===== config.mk =====
export PLATFORM = sky130hd
export DESIGN_NAME = lrs_controller
export DESIGN_NICKNAME = d
export VERILOG_FILES = /design/src/rtl/core/lrs_pkg.sv /design/src/rtl/core/lrs_controller.sv
export SDC_FILE = /design/constraint.sdc
export NUM_CORES = 1
export LEC_CHECK = 0
export ABC_AREA = 1
export BUFFER_PORTS_ARGS = -buffer_cell sky130_fd_sc_hd__buf_4
export CAP_MARGIN = 20
export CORE_ASPECT_RATIO = 1.2
export CORE_MARGIN = 2
export CORE_UTILIZATION = 50
export CTS_CLUSTER_SIZE = 30
export DETAILED_ROUTE_END_ITERATION = 12
export GPL_TIMING_DRIVEN = 0
export PLACE_DENSITY = 0.8
export SYNTH_ARGS = -nofsm -noshare
export SYNTH_HDL_FRONTEND = slang
export SYNTH_SLANG_ARGS = --single-unit

===== constraint.sdc =====
create_clock -name clock -period 2.8 [get_ports clock]
set_clock_uncertainty 0.1 [all_clocks]
set_input_delay 0.56 -clock clock [delete_from_list [all_inputs] [get_ports clock]]
set_output_delay 0.56 -clock clock [all_outputs]
set_load 0.005 [all_outputs]

===== src/rtl/core/lrs_pkg.sv =====
package lrs_pkg;

   localparam int MAX_COLS_DEF = 64;
   localparam int MAX_ROWS_DEF = 64;

   localparam int ACC_W   = 40;
   localparam int HIT_W   = 13;
   localparam int STEP_W  = 31;
   localparam int COORD_W = 32;
   localparam int CNT_W   = 7;
   localparam int DIV_W   = 62;   // magnitude bits of a dividend
   localparam int DIVQ_W  = 35;   // signed quotient bits kept

   localparam logic [1:0] CMD_SIEVE = 2'd0;
   localparam logic [1:0] CMD_READ  = 2'd1;
   localparam logic [1:0] CMD_CLEAR = 2'd2;

   localparam logic [1:0] CSR_U_LOW   = 2'd0;
   localparam logic [1:0] CSR_V_LOW   = 2'd1;
   localparam logic [1:0] CSR_U_COUNT = 2'd2;
   localparam logic [1:0] CSR_V_COUNT = 2'd3;

   localparam logic [HIT_W-1:0] HIT_MAX = '1;

   typedef struct packed {
      logic [1:0]                command;
      logic signed [COORD_W-1:0] origin_u;
      logic signed [COORD_W-1:0] origin_v;
      logic [STEP_W-1:0]         step_u;
      logic [STEP_W-1:0]         step_v;
      logic signed [COORD_W-1:0] skew;
      logic signed [COORD_W-1:0] contribution;
      logic [5:0]                read_col;
      logic [5:0]                read_row;
   } req_type;

   typedef struct packed {
      logic [HIT_W-1:0]        hit_count;
      logic signed [ACC_W-1:0] cell_value;
   } rsp_type;

   typedef enum logic [2:0] {
      DSEL_DV, DSEL_A, DSEL_B, DSEL_SK, DSEL_C
   } div_sel_type;

   typedef enum logic [1:0] {
      RES_ZERO, RES_SIEVE, RES_READ
   } res_kind_type;

   typedef enum logic [3:0] {
      ST_INIT_CLR, ST_IDLE, ST_DECODE, ST_RD, ST_CLR, ST_DIV_GO, ST_DIV_WAIT,
      ST_MUL, ST_COL, ST_ROW, ST_CHK, ST_RMW, ST_DONE
   } state_type;

   typedef struct packed {
      logic         load_req;
      logic         clr_init;
      logic         clr_step;
      logic         div_start;
      logic         div_take;
      div_sel_type  div_sel;
      logic         mul_en;
      logic         col_en;
      logic         walk_init;
      logic         rd_walk;
      logic         rd_read;
      logic         rmw_wr;
      logic         row_next;
      logic         res_load;
      res_kind_type res_kind;
   } ctl_cmd_type;

   typedef struct packed {
      logic [1:0] command;
      logic       step_zero;
      logic       div_done;
      logic       row_in;
      logic       k_in;
      logic       clr_last;
   } dp_stat_type;

endpackage


===== src/rtl/core/lrs_controller.sv =====
module lrs_controller (
   input  logic                 clock,
   input  logic                 reset,
   input  logic                 req_valid,
   output logic                 req_ready,
   output logic                 rsp_valid,
   input  logic                 rsp_ready,
   input  lrs_pkg::dp_stat_type stat,
   output lrs_pkg::ctl_cmd_type cmd
);
   lrs_pkg::state_type    state_ff, state_in;
   lrs_pkg::div_sel_type  dsel_ff, dsel_in;
   lrs_pkg::res_kind_type kind_ff, kind_in;
   logic                  rsp_valid_ff, rsp_valid_in;

   always_comb begin
      state_in     = state_ff;
      dsel_in      = dsel_ff;
      kind_in      = kind_ff;
      rsp_valid_in = rsp_valid_ff && !rsp_ready;
      req_ready    = 1'b0;
      cmd          = '0;
      cmd.div_sel  = dsel_ff;
      cmd.res_kind = kind_ff;

      case (state_ff)
         lrs_pkg::ST_INIT_CLR: begin
            cmd.clr_step = 1'b1;
            if (stat.clr_last) state_in = lrs_pkg::ST_IDLE;
         end
         lrs_pkg::ST_IDLE: begin
            req_ready = 1'b1;
            if (req_valid) begin
               cmd.load_req = 1'b1;
               state_in     = lrs_pkg::ST_DECODE;
            end
         end
         lrs_pkg::ST_DECODE: begin
            kind_in  = lrs_pkg::RES_ZERO;
            state_in = lrs_pkg::ST_DONE;
            case (stat.command)
               lrs_pkg::CMD_SIEVE: begin
                  if (!stat.step_zero) begin
                     dsel_in  = lrs_pkg::DSEL_DV;
                     state_in = lrs_pkg::ST_DIV_GO;
                  end
               end
               lrs_pkg::CMD_READ: state_in = lrs_pkg::ST_RD;
               lrs_pkg::CMD_CLEAR: begin
                  cmd.clr_init = 1'b1;
                  state_in     = lrs_pkg::ST_CLR;
               end
               default: ;
            endcase
         end
         lrs_pkg::ST_RD: begin
            cmd.rd_read = 1'b1;
            kind_in     = lrs_pkg::RES_READ;
            state_in    = lrs_pkg::ST_DONE;
         end
         lrs_pkg::ST_CLR: begin
            cmd.clr_step = 1'b1;
            if (stat.clr_last) state_in = lrs_pkg::ST_DONE;
         end
         lrs_pkg::ST_DIV_GO: begin
            cmd.div_start = 1'b1;
            state_in      = lrs_pkg::ST_DIV_WAIT;
         end
         lrs_pkg::ST_DIV_WAIT: begin
            cmd.div_take = 1'b1;
            if (stat.div_done) begin
               state_in = lrs_pkg::ST_DIV_GO;
               case (dsel_ff)
                  lrs_pkg::DSEL_DV: dsel_in  = lrs_pkg::DSEL_A;
                  lrs_pkg::DSEL_A:  dsel_in  = lrs_pkg::DSEL_B;
                  lrs_pkg::DSEL_B:  dsel_in  = lrs_pkg::DSEL_SK;
                  lrs_pkg::DSEL_SK: state_in = lrs_pkg::ST_MUL;
                  default:          state_in = lrs_pkg::ST_COL;
               endcase
            end
         end
         lrs_pkg::ST_MUL: begin
            cmd.mul_en = 1'b1;
            dsel_in    = lrs_pkg::DSEL_C;
            state_in   = lrs_pkg::ST_DIV_GO;
         end
         lrs_pkg::ST_COL: begin
            cmd.col_en = 1'b1;
            state_in   = lrs_pkg::ST_ROW;
         end
         lrs_pkg::ST_ROW: begin
            if (stat.row_in) begin
               cmd.walk_init = 1'b1;
               state_in      = lrs_pkg::ST_CHK;
            end else begin
               kind_in  = lrs_pkg::RES_SIEVE;
               state_in = lrs_pkg::ST_DONE;
            end
         end
         lrs_pkg::ST_CHK: begin
            if (stat.k_in) begin
               cmd.rd_walk = 1'b1;
               state_in    = lrs_pkg::ST_RMW;
            end else begin
               cmd.row_next = 1'b1;
               state_in     = lrs_pkg::ST_ROW;
            end
         end
         lrs_pkg::ST_RMW: begin
            cmd.rmw_wr = 1'b1;
            state_in   = lrs_pkg::ST_CHK;
         end
         lrs_pkg::ST_DONE: begin
            if (!rsp_valid_ff || rsp_ready) begin
               cmd.res_load = 1'b1;
               rsp_valid_in = 1'b1;
               state_in     = lrs_pkg::ST_IDLE;
            end
         end
         default: state_in = lrs_pkg::ST_IDLE;
      endcase
   end

   always_ff @(posedge clock) begin
      if (reset) begin
         state_ff     <= lrs_pkg::ST_INIT_CLR;
         rsp_valid_ff <= 1'b0;
         dsel_ff      <= lrs_pkg::DSEL_DV;
         kind_ff      <= lrs_pkg::RES_ZERO;
      end else begin
         state_ff     <= state_in;
         rsp_valid_ff <= rsp_valid_in;
         dsel_ff      <= dsel_in;
         kind_ff      <= kind_in;
      end
   end

   assign rsp_valid = rsp_valid_ff;

endmodule


==> metrics.txt <==
status=finished, final reports clean; Post-Layout Cell Count=198; die height=49.4 um; layout cells sized above 1=27.2%; fill count=159; global-route wire length before repair=3620 um; max_slew headroom=73.7%; overall power=0.000725 W; CP Capture Type=output port; Starting Density=52.9%; sw frac=45.2%; area share of the largest cell type after synthesis=23.4%; Die Area=0.00206 mm^2; Syn Area/Cell=5.83 um^2; crit path from=state_ff[3]$_SDFFE_PP0P_; syn nets=162; total CTS buffers=3; Mapped Cells=147; R2R Path End=state_ff[0]$_SDFFE_PP0P_; Row Count=16; FF-to-FF path depth=9; hold-fix buffers at CTS=0; period utilization=76.7%; critical path peak fanout=6; setup TNS=0 ns; number of global-route vias before repair=928; Critical Path Start Type=register; post-synthesis sequential area ratio=23.4%; crit path cell chain=inv_2, nor2_1, inv_1, nor2_1, nand2_1, inv_1, buf_4; post-cts sizing count=0; WP data required=2.14 ns; register bit count reported by yosys=10; Slew Limit Fails=0; sw power=0.000328 W; clock power share=17.7%; Pint=0.000397 W; Peak supply drop=0.540 mV; Port Buffers=29; Routed WL=2110 um; Top Usage Layer GRT=met2; Worst-Margin Slew=0.391 ns; reg-to-reg slack, setup=1.24 ns; Worst path slowest cell=dfxtp_1; EDFF count, synth=0; Die W=41.8 um; IO Pins=31; yosys warns=0; buffers plus inverters on the worst setup path=4; placed instance count=194; TritonRoute pass-1 iters=4; # nets final=196; synthesized cell area=857 um^2; final core occ=69.9%; final setup vio count=0; Clock Tree Buf Depth=2; clk slew on worst S/H paths=0.07 ns; met3 usage=5.56%; routed vias=982; ANT cells=0; synth unique cells=20; initial antenna violation count=0; cell leakage power=0.637 nW; post-CTS setup buffer count=0; largest net degree at the start of global routing=9; total of max-cap violations=0; FMAX=0.466 GHz; final RePlAce weighted congestion=0.884; worst setup path end=cmd[7]; Post-DP HPWL=1760 um; post-route ant nets=0; DRC violation count after routing=0; Final min period=2.15 ns; Pwr Density=639 mW/mm^2; reg-to-reg startpoint=state_ff[1]$_SDFFE_PP0P_; final count of hold timing violations=0; worst skew pair latency=0.26 ns; crit-path leading delay family=flip-flops; Gate power share=53.0%; Stages on worst setup path=7; WS Path Type=register to output port; RSZ-0062 raised after global routing=false; via/cell ratio=4.96; Root Buffer=clkbuf_4; top cells by area, synth=dfxtp_1 23%, nand2_1 15%, inv_1 11%, nor2_1 10%, a21oi_1 7.0%; met1 usage=23.9%; CTS tree=yes; area leader, netlist=dfxtp_1; GRT met2 Usage=42.4%; synth cell count leaders=35 x nand2_1, 24 x inv_1, 23 x nor2_1; sequential cell fraction of total power=29.3%; ys flop type=dfxtp_1; Hold Path Class=register to register; WP data arrival=1.49 ns; WL/cell=10.6 um; Max H-tree Level=1; GRT overflow=0; 1st-iter DRT viols=15; GRT Total Usage=21.9%; Post-synth ARST share=0%; Clock Sinks=10; synth-to-layout area growth=32.3%; core region area=0.00162 mm^2; Critical Path Max Stage Delay=0.44 ns; most common cell in the netlist=nand2_1
==> through the flow <==
| step | setup WS [ns] | hold WS, ns | area [um^2] |
|---|---|---|---|
| global placement | 0.956 | 0.359 | 1100 |
| detailed placement | 0.970 | 0.365 | 1100 |
| global route | 0.468 | 0.404 | 1130 |
| finish | 0.652 | 0.369 | 1130 |
| CTS | 0.670 | 0.375 | 1130 |
| floorplan | 1.22 | 0.361 | 857 |
==> cell type report <==
cell class                      instances  area, um^2  share of cell area (%)
Buffer                                  2        11.3                   0.993
Clock buffer                            4        36.3                    3.20
Multi-Input combinational cell        108         544                    48.0
Sequential cell                        10         200                    17.7
Inverter                               27         101                    8.94
Timing Repair Buffer                   29         218                    19.2
Tap cell                               18        22.5                    1.99
==> placed cells by master (no fill, tap or decap), types with 2 or more instances in the layout <==
| master | n |
|---|---|
| o21ai_1 | 2 |
| nor2_4 | 4 |
| nand2_1 | 35 |
| nor2_2 | 2 |
| clkbuf_4 | 3 |
| ha_1 | 4 |
| inv_1 | 24 |
| o21ai_0 | 5 |
| inv_2 | 3 |
| nand3_1 | 11 |
| nor3_1 | 2 |
| nor2_1 | 23 |
| nand2_2 | 4 |
| a21oi_1 | 12 |
| dfxtp_1 | 10 |
| buf_4 | 30 |
==> sequential cells by signal, summed over array words and instances, names as in the netlist <==
name,count
dsel_ff,3
kind_ff,2
rsp_valid,1
state_ff,4
==> worst register-to-register path, stage by stage, from the launching register on <==
cell and delay [ns]:
dfxtp_1 0.51, inv_2 0.11, nand2_1 0.14, nor2_2 0.07, nand2_1 0.07, nand2_2 0.08
nor2_4 0.16, nand2_1 0.07, nor2_1 0.10, nor2_1 0.04
==> power groups by stage <==
stage | Sequential (W) | Clock (W) | Combinational [W]
finish | 0.000212 | 0.000129 | 0.000384
detailed placement | 0.000214 | 0 | 0.000383
global placement | 0.000215 | 0 | 0.000378
global route | 0.000217 | 0.000141 | 0.000432
CTS | 0.000212 | 0.000134 | 0.000384
floorplan | 0.000207 | 0 | 0.000265
==> how the worst min path moves through the flow <==
stage,endpoint,slack (ns),startpoint,cells past startpoint
CTS,kind_ff[0]$_SDFFE_PP0P_,0.37,kind_ff[0]$_SDFFE_PP0P_,2
global route,kind_ff[0]$_SDFFE_PP0P_,0.40,kind_ff[0]$_SDFFE_PP0P_,2
floorplan,kind_ff[0]$_SDFFE_PP0P_,0.36,kind_ff[0]$_SDFFE_PP0P_,2
finish,kind_ff[0]$_SDFFE_PP0P_,0.37,kind_ff[0]$_SDFFE_PP0P_,2
detailed placement,kind_ff[0]$_SDFFE_PP0P_,0.36,kind_ff[0]$_SDFFE_PP0P_,2
global placement,kind_ff[0]$_SDFFE_PP0P_,0.36,kind_ff[0]$_SDFFE_PP0P_,2
==> cells by family after synthesis <==
group | synth area share [%]
and+or+nand+nor | 45.5
adders and majority gates | 5.84
DFF | 23.4
buffers and inverters | 13.1
AOI/OAI and AO/OA | 12.1
==> routing by layer <==
layer,up-vias,part of all wire [%]
met5,-,0
met4,0,0
met3,0,6.0
met2,28,51
met1,432,42
li1,522,-
Note: power is estimated with default switching activity, not from simulation.
